[src/design/epsp_pkg.sv]
`default_nettype none

package epsp_pkg;

    localparam int POS_W      = 16;
    localparam int TGT_W      = 16;
    localparam int PULSE_W    = 11;
    localparam int GAIN_W     = 8;
    localparam int CFG_IDX_W  = 3;
    localparam int CFG_DATA_W = 11;

    localparam int POS_WIDE = (POS_W > TGT_W) ? POS_W : TGT_W;
    // target - count, exact
    localparam int ERR_W    = POS_WIDE + 1;
    // zero-extended (non-negative) gain times signed position change
    localparam int D_W      = POS_W + GAIN_W + 1;
    localparam int U_W      = ((ERR_W > D_W) ? ERR_W : D_W) + 1;
    localparam int V_W      = ((U_W > PULSE_W + 1) ? U_W : PULSE_W + 1) + 1;

    localparam logic [GAIN_W-1:0]  RST_GAIN       = GAIN_W'(16);
    localparam logic [PULSE_W-1:0] RST_NEUTRAL_UP = PULSE_W'(755);
    localparam logic [PULSE_W-1:0] RST_NEUTRAL_CT = PULSE_W'(745);
    localparam logic [PULSE_W-1:0] RST_NEUTRAL_DN = PULSE_W'(730);
    localparam logic [PULSE_W-1:0] RST_PULSE_MAX  = PULSE_W'(1080);
    localparam logic [PULSE_W-1:0] RST_PULSE_MIN  = PULSE_W'(406);

    typedef enum logic [CFG_IDX_W-1:0] {
        CFG_DERIV_GAIN   = 3'd0,
        CFG_P_QUARTER    = 3'd1,
        CFG_DIR_INVERT   = 3'd2,
        CFG_NEUTRAL_UP   = 3'd3,
        CFG_NEUTRAL_CT   = 3'd4,
        CFG_NEUTRAL_DN   = 3'd5,
        CFG_PULSE_MAX    = 3'd6,
        CFG_PULSE_MIN    = 3'd7
    } epsp_cfg_idx_t;

    typedef struct packed {
        logic [GAIN_W-1:0]  deriv_gain;
        logic               p_quarter;
        logic               dir_invert;
        logic [PULSE_W-1:0] neutral_up;
        logic [PULSE_W-1:0] neutral_center;
        logic [PULSE_W-1:0] neutral_down;
        logic [PULSE_W-1:0] pulse_max;
        logic [PULSE_W-1:0] pulse_min;
    } epsp_cfg_t;

    // low target-width bits of the count, zero-extended if the count is narrower
    function automatic logic [TGT_W-1:0] pos_to_meas(input logic [POS_W-1:0] v);
        logic [POS_WIDE-1:0] wide;
        wide = POS_WIDE'(v);
        return wide[TGT_W-1:0];
    endfunction

endpackage

`default_nettype wire

[src/design/epsp_item_if.sv]
`default_nettype none

interface epsp_item_if import epsp_pkg::*; ();
    logic                    valid;
    logic                    ready;
    logic                    kind;
    logic                    phase_a;
    logic                    phase_b;
    logic signed [TGT_W-1:0] target;

    modport source (output valid, output kind, output phase_a, output phase_b,
                    output target, input ready);
    modport sink   (input valid, input kind, input phase_a, input phase_b,
                    input target, output ready);
endinterface

`default_nettype wire

[src/design/epsp_result_if.sv]
`default_nettype none

interface epsp_result_if import epsp_pkg::*; ();
    logic                    valid;
    logic                    ready;
    logic [PULSE_W-1:0]      pulse_width;
    logic signed [TGT_W-1:0] measured_position;

    modport source (output valid, output pulse_width, output measured_position,
                    input ready);
    modport sink   (input valid, input pulse_width, input measured_position,
                    output ready);
endinterface

`default_nettype wire

[src/design/epsp_cfg_if.sv]
`default_nettype none

interface epsp_cfg_if import epsp_pkg::*; ();
    logic                  valid;
    logic                  ready;
    logic [CFG_IDX_W-1:0]  index;
    logic [CFG_DATA_W-1:0] data;

    modport source (output valid, output index, output data, input ready);
    modport sink   (input valid, input index, input data, output ready);
endinterface

`default_nettype wire

[src/design/epsp_cfg_regs.sv]
`default_nettype none

module epsp_cfg_regs
    import epsp_pkg::*;
(
    input  wire logic   clk,
    input  wire logic   rst_n,
    epsp_cfg_if.sink    cfg,
    output epsp_cfg_t   cfg_regs
);

    epsp_cfg_t cfg_reg;
    epsp_cfg_t cfg_next;

    assign cfg.ready = 1'b1;
    assign cfg_regs  = cfg_reg;

    always_comb
    begin
        cfg_next = cfg_reg;
        if (cfg.valid)
        begin
            case (epsp_cfg_idx_t'(cfg.index))
                CFG_DERIV_GAIN: cfg_next.deriv_gain     = cfg.data[GAIN_W-1:0];
                CFG_P_QUARTER:  cfg_next.p_quarter      = cfg.data[0];
                CFG_DIR_INVERT: cfg_next.dir_invert     = cfg.data[0];
                CFG_NEUTRAL_UP: cfg_next.neutral_up     = cfg.data[PULSE_W-1:0];
                CFG_NEUTRAL_CT: cfg_next.neutral_center = cfg.data[PULSE_W-1:0];
                CFG_NEUTRAL_DN: cfg_next.neutral_down   = cfg.data[PULSE_W-1:0];
                CFG_PULSE_MAX:  cfg_next.pulse_max      = cfg.data[PULSE_W-1:0];
                CFG_PULSE_MIN:  cfg_next.pulse_min      = cfg.data[PULSE_W-1:0];
                default:        cfg_next = cfg_reg;
            endcase
        end
    end

    always_ff @(posedge clk or negedge rst_n)
    begin
        if (!rst_n)
        begin
            cfg_reg.deriv_gain     <= RST_GAIN;
            cfg_reg.p_quarter      <= 1'b0;
            cfg_reg.dir_invert     <= 1'b0;
            cfg_reg.neutral_up     <= RST_NEUTRAL_UP;
            cfg_reg.neutral_center <= RST_NEUTRAL_CT;
            cfg_reg.neutral_down   <= RST_NEUTRAL_DN;
            cfg_reg.pulse_max      <= RST_PULSE_MAX;
            cfg_reg.pulse_min      <= RST_PULSE_MIN;
        end
        else
        begin
            cfg_reg <= cfg_next;
        end
    end

endmodule

`default_nettype wire

[src/design/epsp_law.sv]
`default_nettype none

module epsp_law
    import epsp_pkg::*;
(
    input  wire epsp_cfg_t                cfg_regs,
    input  wire logic signed [ERR_W-1:0]  p_term,
    input  wire logic signed [POS_W-1:0]  delta,
    output logic [PULSE_W-1:0]            pulse_width
);

    logic signed [GAIN_W:0]      gain_s;
    logic signed [D_W-1:0]       d_term;
    logic signed [U_W-1:0]       u;
    logic [PULSE_W-1:0]          offset;
    logic signed [V_W-1:0]       v;
    logic signed [V_W-1:0]       pmax_s;
    logic signed [V_W-1:0]       pmin_s;

    assign gain_s = {1'b0, cfg_regs.deriv_gain};
    assign d_term = gain_s * delta;
    assign u      = U_W'(p_term) - U_W'(d_term);

    always_comb
    begin
        if (u == '0)
            offset = cfg_regs.neutral_center;
        else if (u[U_W-1])
            offset = cfg_regs.neutral_down;
        else
            offset = cfg_regs.neutral_up;
    end

    assign v      = V_W'(u) + V_W'(signed'({1'b0, offset}));
    assign pmax_s = V_W'(signed'({1'b0, cfg_regs.pulse_max}));
    assign pmin_s = V_W'(signed'({1'b0, cfg_regs.pulse_min}));

    // max wins over min when the limits cross
    always_comb
    begin
        if (v > pmax_s)
            pulse_width = cfg_regs.pulse_max;
        else if (v < pmin_s)
            pulse_width = cfg_regs.pulse_min;
        else
            pulse_width = v[PULSE_W-1:0];
    end

endmodule

`default_nettype wire

[src/design/encoder_pd_servo_pulse_controller.sv]
// Throughput: 1 item per cycle unless the result stalls. Encoder edges update
// the count at acceptance and give no result. A control tick is registered in
// stage 1, which forms error and position change, then in the result register
// by stage 2, which does the gain multiply, neutral offset and clamp.
// Reset (rst_n low, asynchronous): count and last position clear to zero,
// registers return to their defaults, pipeline empties.
`default_nettype none

module encoder_pd_servo_pulse_controller
    import epsp_pkg::*;
(
    input  wire logic    clk,
    input  wire logic    rst_n,
    epsp_item_if.sink    item,
    epsp_result_if.source result,
    epsp_cfg_if.sink     cfg
);

    epsp_cfg_t cfg_regs;

    logic [POS_W-1:0]          count_reg;
    logic [POS_W-1:0]          count_next;
    logic [POS_W-1:0]          last_reg;
    logic                      s1_valid_reg;
    logic                      s1_valid_next;
    logic signed [ERR_W-1:0]   p_reg;
    logic signed [POS_W-1:0]   delta_reg;
    logic [TGT_W-1:0]          s1_meas_reg;
    logic                      res_valid_reg;
    logic                      res_valid_next;
    logic [PULSE_W-1:0]        res_pulse_reg;
    logic [TGT_W-1:0]          res_meas_reg;

    logic                      s1_adv;
    logic                      acc;
    logic                      step_up;
    logic signed [ERR_W-1:0]   err;
    logic signed [ERR_W-1:0]   p_next;
    logic [PULSE_W-1:0]        pulse_calc;

    epsp_cfg_regs u_cfg_regs (
        .clk      (clk),
        .rst_n    (rst_n),
        .cfg      (cfg),
        .cfg_regs (cfg_regs)
    );

    assign s1_adv     = !res_valid_reg || result.ready;
    assign item.ready = !s1_valid_reg || s1_adv;
    assign acc        = item.valid && item.ready;

    assign step_up = item.phase_a ^ item.phase_b ^ cfg_regs.dir_invert;

    always_comb
    begin
        count_next = count_reg;
        if (acc && !item.kind)
            count_next = step_up ? count_reg + POS_W'(1) : count_reg - POS_W'(1);
    end

    assign err = ERR_W'(item.target) - ERR_W'(signed'(count_reg));

    // divide by four toward zero: bias negatives before the shift
    always_comb
    begin
        if (!cfg_regs.p_quarter)
            p_next = err;
        else if (err[ERR_W-1])
            p_next = (err + ERR_W'(3)) >>> 2;
        else
            p_next = err >>> 2;
    end

    always_comb
    begin
        if (acc && item.kind)
            s1_valid_next = 1'b1;
        else if (s1_adv)
            s1_valid_next = 1'b0;
        else
            s1_valid_next = s1_valid_reg;
    end

    assign res_valid_next = s1_adv ? s1_valid_reg : res_valid_reg;

    epsp_law u_law (
        .cfg_regs    (cfg_regs),
        .p_term      (p_reg),
        .delta       (delta_reg),
        .pulse_width (pulse_calc)
    );

    always_ff @(posedge clk or negedge rst_n)
    begin
        if (!rst_n)
        begin
            count_reg     <= '0;
            last_reg      <= '0;
            s1_valid_reg  <= 1'b0;
            res_valid_reg <= 1'b0;
        end
        else
        begin
            count_reg     <= count_next;
            s1_valid_reg  <= s1_valid_next;
            res_valid_reg <= res_valid_next;
            if (acc && item.kind)
                last_reg <= count_reg;
        end
    end

    always_ff @(posedge clk)
    begin
        if (acc && item.kind)
        begin
            p_reg       <= p_next;
            delta_reg   <= signed'(count_reg - last_reg);
            s1_meas_reg <= pos_to_meas(count_reg);
        end
        if (s1_adv && s1_valid_reg)
        begin
            res_pulse_reg <= pulse_calc;
            res_meas_reg  <= s1_meas_reg;
        end
    end

    assign result.valid             = res_valid_reg;
    assign result.pulse_width       = res_pulse_reg;
    assign result.measured_position = signed'(res_meas_reg);

endmodule

`default_nettype wire

[src/flat_wrapper.sv]
// flat-port wrapper written by rule: the top's interface ports become plain ports
module encoder_pd_servo_pulse_controller_flat import epsp_pkg::*;
  (clk, rst_n, item_valid, item_kind, item_phase_a, item_phase_b, item_target, item_ready, result_valid, result_pulse_width, result_measured_position, result_ready, cfg_valid, cfg_index, cfg_data, cfg_ready);
  epsp_item_if item_i ();
  epsp_result_if result_i ();
  epsp_cfg_if cfg_i ();
  input  wire logic clk;
  input  wire logic rst_n;
  input wire logic [$bits(item_i.valid)-1:0] item_valid;
  input wire logic [$bits(item_i.kind)-1:0] item_kind;
  input wire logic [$bits(item_i.phase_a)-1:0] item_phase_a;
  input wire logic [$bits(item_i.phase_b)-1:0] item_phase_b;
  input wire logic [$bits(item_i.target)-1:0] item_target;
  output wire logic [$bits(item_i.ready)-1:0] item_ready;
  output wire logic [$bits(result_i.valid)-1:0] result_valid;
  output wire logic [$bits(result_i.pulse_width)-1:0] result_pulse_width;
  output wire logic [$bits(result_i.measured_position)-1:0] result_measured_position;
  input wire logic [$bits(result_i.ready)-1:0] result_ready;
  input wire logic [$bits(cfg_i.valid)-1:0] cfg_valid;
  input wire logic [$bits(cfg_i.index)-1:0] cfg_index;
  input wire logic [$bits(cfg_i.data)-1:0] cfg_data;
  output wire logic [$bits(cfg_i.ready)-1:0] cfg_ready;
  assign item_i.valid = item_valid;
  assign item_i.kind = item_kind;
  assign item_i.phase_a = item_phase_a;
  assign item_i.phase_b = item_phase_b;
  assign item_i.target = item_target;
  assign item_ready = item_i.ready;
  assign result_valid = result_i.valid;
  assign result_pulse_width = result_i.pulse_width;
  assign result_measured_position = result_i.measured_position;
  assign result_i.ready = result_ready;
  assign cfg_i.valid = cfg_valid;
  assign cfg_i.index = cfg_index;
  assign cfg_i.data = cfg_data;
  assign cfg_ready = cfg_i.ready;
  encoder_pd_servo_pulse_controller u_core (.clk(clk), .rst_n(rst_n), .item(item_i), .result(result_i), .cfg(cfg_i));
endmodule
[config.mk]
export PLATFORM = sky130hd
export DESIGN_NAME = encoder_pd_servo_pulse_controller_flat
export DESIGN_NICKNAME = d
export VERILOG_FILES = /design/src/design/epsp_pkg.sv /design/src/design/epsp_item_if.sv /design/src/design/epsp_result_if.sv /design/src/design/epsp_cfg_if.sv /design/src/design/epsp_cfg_regs.sv /design/src/design/epsp_law.sv /design/src/design/encoder_pd_servo_pulse_controller.sv /design/src/flat_wrapper.sv
export SDC_FILE = /design/constraint.sdc
export NUM_CORES = 1
export LEC_CHECK = 0
export ABC_AREA = 0
export BUFFER_PORTS_ARGS = -buffer_cell sky130_fd_sc_hd__buf_2
export CAP_MARGIN = 20
export CORE_ASPECT_RATIO = 0.7
export CORE_MARGIN = 2
export CORE_UTILIZATION = 48
export CTS_BUF_LIST = sky130_fd_sc_hd__clkbuf_2
export DETAILED_ROUTE_END_ITERATION = 6
export SYNTH_ARGS = -nofsm -noshare
export SYNTH_HDL_FRONTEND = slang
export SYNTH_SLANG_ARGS = --single-unit
[constraint.sdc]
create_clock -name clk -period 10.9 [get_ports clk]
set_input_delay 1.09 -clock clk [delete_from_list [all_inputs] [get_ports clk]]
set_output_delay 1.09 -clock clk [all_outputs]
set_load 0.01 [all_outputs]
==> flow_metrics.py, run 1 <==
metrics = {
    "status": {
        "outcome": "finished, final reports clean",
    },
    "yosys": {
        "synth.distinct_cells": 89,
        "synthFlopType": "edfxtp_1",
        "syn_inst": 1694,
        "ys_seq_elements": 175,
        "yosysTopAreaCell": "fa_1",
        "ys_warn_count": 0,
        "synthArstFlopShare": 0.566,
        "netlist.area_leader.share": 0.162,
        "ys_seq_area_frac": 0.290,
        "syn-cell-area_um2": 16600,
        "synth-edff-count": 76,
        "synth_area_leaders": "fa_1, edfxtp_1, dfrtp_1, ha_1, inv_1",
        "syn_avg_cell_area_um2": 9.77,
        "syn-num-nets": 2004,
    },
    "floorplan": {
        "fp.dieW_um": 226,
        "rows": 56,
        "core_area_um2": 33700,
        "io_pins": 68,
        "initial_core_util": 0.491,
        "die-area_um2": 36000,
        "die_h_um": 159,
    },
    "route": {
        "antenna_left": 0,
        "avgViaCountPerCell": 5.33,
        "drt_first_iter_violations": 817,
        "post_drt_wl_per_cell_um": 17.3,
        "drt-total-wl_um": 39100,
        "drc": 0,
        "drt-pass1-iter-count": 5,
        "vias": 12052,
    },
    "critical_path": {
        "path_buf_inv": 7,
        "required_ns": 11.63,
        "start_kind": "flip-flop",
        "critPathKind": "flip-flop to flip-flop",
        "slowest_delay_ns": 0.59,
        "cpMaxStageDelayCell": "dfrtp_2",
        "path_max_fanout": 21,
        "cp-end-kind": "flip-flop",
        "worstPathArrival_ns": 11.04,
        "crit_top_cell": "fa_1",
        "critical_path.top_delay_family": "adder cells",
    },
    "global_routing": {
        "grt_max_degree": 69,
        "grt_first_pass_wirelength_um": 64100,
        "groute.usage.overall": 0.226,
        "gr-total-overflow": 0,
        "antenna_found_initial": 1,
        "grt_pass1_vias": 11873,
    },
    "sta": {
        "finalSetupViolations": 0,
        "clock.fmax_mhz": 97.0,
        "finalHoldViolations": 0,
        "finalCritPeriodShare": 0.946,
        "fin_crit_ns": 10.31,
        "slew_violations": 0,
        "tightest_slew_ns": 0.925,
        "skew_ns": 0.0628,
        "max_slew_margin": 0.383,
        "grt_setup_unrepaired": "false",
    },
    "cells_and_area": {
        "final_nets": 2093,
        "syn_to_final_growth_pct": 9.09,
        "drive_gt1_frac": 0.164,
        "stdcell_count": 2262,
        "largest_reg_flops": 65,
        "fillCellCount": 3064,
    },
    "placement": {
        "place_congestion": 0.860,
        "port_buffers": 66,
        "dpl.hpwl_um": 30800,
        "place_inst": 2201,
    },
    "clocking": {
        "clock_latency_ns": 0.85,
        "cts_tree": "built",
        "cts.sinks": 175,
        "cts_htree_levels": 4,
        "cts_buffers": 17,
        "root_buffer": "clkbuf_2",
        "clkTransAtPathRegs_ns": 0.35,
        "clockBufferDepth": 2,
    },
    "min_path": {
        "hold_path.class": "input port to async pin",
    },
    "job": {
        "maxCapViolations": 0,
    },
}
## layer usage
layer | global-route usage | part of all wire | up-vias
met5 | 0 | 0 | -
met4 | 0.0307 | 0.0054 | 0
met3 | 0.0474 | 0.059 | 11
met1 | 0.360 | 0.53 | 5889
met2 | 0.319 | 0.41 | 271
li1 | - | - | 5881
## final timing paths
kind                                                      from                                  to  slack [ns]  cells past startpoint
worst min-delay path                                     rst_n                u_core.count_reg[11]        0.12                      1
worst min register to register           u_core.s1_meas_reg[9]  u_core.result.measured_position[9]        0.42                      0
worst max register to register  u_core.u_cfg_regs.cfg_regs[60]        u_core.result.pulse_width[5]        0.59                     40
worst max-delay path            u_core.u_cfg_regs.cfg_regs[60]        u_core.result.pulse_width[5]        0.59                     40
max in group asynchronous                                rst_n      u_core.u_cfg_regs.cfg_regs[59]        9.34                      2
min in group clk                         u_core.s1_meas_reg[9]  u_core.result.measured_position[9]        0.42                      0
## cell usage in the layout (no fill, tap or decap), types with 17 or more instances in the layout
cell	synthesis	layout
inv_1	282	281
ha_1	138	138
fa_1	134	134
nand2_1	120	120
and2_1	105	106
nor2_1	81	81
edfxtp_1	76	76
o21ai_0	74	74
mux2_2	68	68
buf_2	10	66
dfrtp_1	70	65
a21oi_1	61	60
xnor2_1	48	46
buf_4	1	43
nor3_1	29	29
dfstp_2	29	28
xor2_1	22	22
nand2b_1	21	21
nand3_1	21	21
a21o_1	18	18
clkbuf_2	0	17
## cells in the mapped netlist, drive strengths merged (22+ instances only)
library cell    n
ha            138
a21oi          65
clkbuf         30
dfstp          29
o21ai          79
fa            134
edfxtp         76
nand2         121
mux2           77
dfrtp          70
xnor2          49
inv           283
nor2           81
and2          106
nor3           29
xor2           22
## layout make-up
class                           instances  area [µm²]  area share
Antenna cell                            2        5.00    0.000277
Multi-Input combinational cell       1192       10600       0.586
Timing Repair Buffer                  114         722      0.0400
Clock inverter                         15         218      0.0121
Inverter                              283        1060      0.0588
Tap cell                              464         581      0.0321
Sequential cell                       175        4810       0.266
Clock buffer                           17        85.1     0.00471
## timing repair
action,CTS,global route
resized for setup,0,21
setup buffers,1,23
hold buffers,0,0
pin swaps,1,2
endpoints found under the setup margin,9,11
## through the flow
stage               setup slack [ns]  area (µm²)  hold WS, ns  TNS [ns]  utilization
finish                         0.593       18100        0.125         0        0.536
global route                0.000671       18100       0.0431         0        0.536
CTS                           0.0909       17800       0.0238         0        0.527
detailed placement           -0.0260       17400        0.406   -0.0260        0.518
global placement               0.244       17400        0.403         0        0.518
floorplan                       1.18       16600        0.400         0            -
## logic make-up (layout without fill, tap and decap cells)
| logic type | count (synthesis) | in the layout | share of synthesized area |
|---|---|---|---|
| simple gates | 463 | 463 | 0.147 |
| xor+xnor | 71 | 71 | 0.0387 |
| mux | 93 | 93 | 0.0639 |
| fa+ha+maj | 272 | 272 | 0.266 |
| flops | 175 | 175 | 0.290 |
| compound gates | 292 | 292 | 0.119 |
| buf+inv | 327 | 429 | 0.0756 |
| other cells | 1 | 3 | 0.000227 |
Power of run 1 is not shown: default switching activity piles up to over one toggle a cycle in this logic, so the estimate is an artifact.
==> run 2: changes to the inputs <==
--- a/config.mk
+++ b/config.mk
@@ -9,7 +9,6 @@
 export BUFFER_PORTS_ARGS = -buffer_cell sky130_fd_sc_hd__buf_2
 export CAP_MARGIN = 20
 export CORE_ASPECT_RATIO = 0.7
-export CORE_MARGIN = 2
 export CORE_UTILIZATION = 48
 export CTS_BUF_LIST = sky130_fd_sc_hd__clkbuf_2
 export DETAILED_ROUTE_END_ITERATION = 6
==> flow_metrics.py, run 2 (synthesis gave the netlist of run 1 again) <==
metrics = {
    "sta": {
        "slew_violations": 0,
        "finalSetupViolations": 0,
        "finalHoldViolations": 0,
        "max_slew_margin": 0.397,
        "clock.fmax_mhz": 95.8,
        "fin_ws_ns": 0.463,
        "fin_crit_ns": 10.44,
        "finalCritPeriodShare": 0.958,
        "tightest_slew_ns": 0.905,
        "skew_ns": 0.0677,
    },
    "clocking": {
        "hold_buffers": 0,
        "clkTransAtPathRegs_ns": 0.31,
        "clockBufferDepth": 2,
        "root_buffer": "clkbuf_2",
        "cts_htree_levels": 4,
        "cts_tree": "built",
        "clock_latency_ns": 0.83,
        "cts_buffers": 17,
        "cts.sinks": 175,
    },
    "critical_path": {
        "start_kind": "flip-flop",
        "r2r_cells": 41,
        "path_max_fanout": 11,
        "worstPathArrival_ns": 11.10,
        "cpMaxStageDelayCell": "dfrtp_2",
        "critPathKind": "flip-flop to flip-flop",
        "crit_start": "u_core.u_cfg_regs.cfg_regs[58]",
        "ff2ff_setup_slack_ns": 0.46,
        "reg2reg_from": "u_core.u_cfg_regs.cfg_regs[58]",
        "crit_top_cell": "ha_1",
        "required_ns": 11.57,
        "cp-end-kind": "flip-flop",
        "slowest_delay_ns": 0.58,
    },
    "route": {
        "drt_first_iter_violations": 767,
        "top_layer": "met4",
        "route.met3.wl_um": 1790,
        "drt-pass1-iter-count": 5,
        "drc": 0,
        "dr_wl_met2_um": 15500,
        "antenna_left": 0,
        "avgViaCountPerCell": 5.30,
        "post_drt_wl_per_cell_um": 17.0,
        "drt-met1-wl_um": 20600,
        "drt-total-wl_um": 38400,
        "vias": 11963,
    },
    "cells_and_area": {
        "final_common_cell": "inv_1",
        "largest_reg_flops": 65,
        "final_nets": 2087,
        "syn_to_final_growth_pct": 8.47,
        "most-common-layout-cells": "inv_1, ha_1, fa_1, nand2_1, and2_1",
        "drive_gt1_frac": 0.162,
    },
    "global_routing": {
        "gr-total-overflow": 0,
        "groute.usage.overall": 0.225,
        "grt_pass1_vias": 11834,
        "antenna_found_initial": 1,
        "grt_max_degree": 69,
        "grt_first_pass_wirelength_um": 62300,
    },
    "floorplan": {
        "core_area_um2": 33700,
        "die-area_um2": 35200,
        "die_h_um": 157,
        "rows": 56,
        "initial_core_util": 0.491,
        "io_pins": 68,
        "fp.dieW_um": 224,
    },
    "placement": {
        "dpl.hpwl_um": 30300,
        "dp_slack_ns": 0.00323,
        "port_buffers": 66,
        "place_congestion": 0.877,
    },
    "job": {
        "maxCapViolations": 0,
    },
    "status": {
        "outcome": "finished, final reports clean",
    },
    "min_path": {
        "hold_path.class": "input port to async pin",
    },
}
==> run 2: cell types whose count changed in the layout (fill, tap and decap cells not counted), moves of 2 or more <==
cell and delta:
buf_4 -7, nor3_1 -2, nor3_2 +2, bufinv_16 -2
clkinv_1 +2, a2111oi_1 -2, nor4_1 -2
==> run 2: metal layers <==
metal,GRT usage,vias to the layer above
met5,0,-
li1,-,5873
met1,0.355,5844
met3,0.0321,22
met4,0.0440,0
met2,0.325,224
==> run 2: area by class of cell <==
cell class                      count  area (µm²)
Antenna cell                        2        5.00
Clock buffer                       17        85.1
Clock inverter                     15         150
Fill cell                        3151       15700
Inverter                          283        1060
Multi-Input combinational cell   1192       10600
Sequential cell                   175        4810
Tap cell                          464         581
Timing Repair Buffer              108         693
==> run 2: path summary, 6_finish.rpt <==
| path | end |
|---|---|
| min | u_core.s1_valid_reg |
| min in group clk | u_core.result.measured_position[10] |
| max | u_core.result.pulse_width[9] |
| max reg2reg | u_core.result.pulse_width[9] |
| min reg2reg | u_core.result.measured_position[10] |
| max in group asynchronous | u_core.u_cfg_regs.cfg_regs[60] |
==> run 2: repair_timing <==
item	CTS	global route
resized for setup	1	21
pin swaps	0	2
endpoints found under the setup margin	4	11
setup buffers	1	17
==> run 2: worst max-delay path, delay by kind of cell (launching register included) <==
| family | cells | cell delay, ns |
|---|---|---|
| mux | 1 | 0.33 |
| fa+ha+maj | 9 | 3.32 |
| buf+inv | 7 | 0.87 |
| simple gates | 11 | 2.55 |
| xor+xnor | 2 | 0.49 |
| compound gates | 11 | 2.13 |
| flops | 1 | 0.58 |
==> run 2: stage by stage <==
step / area (µm²) / TNS (ns) / hold slack (ns) / utilization / instances
floorplan: 16600 / 0 / 0.400 / - / 1694
global placement: 17400 / 0 / 0.401 / 0.518 / 2201
detailed placement: 17400 / 0 / 0.405 / 0.518 / 2201
CTS: 17700 / 0 / 0.0766 / 0.525 / 2234
global route: 18000 / -0.0576 / 0.0671 / 0.533 / 2255
finish: 18000 / 0 / 0.158 / 0.533 / 2256
Power of run 2 is left out for the same reason.
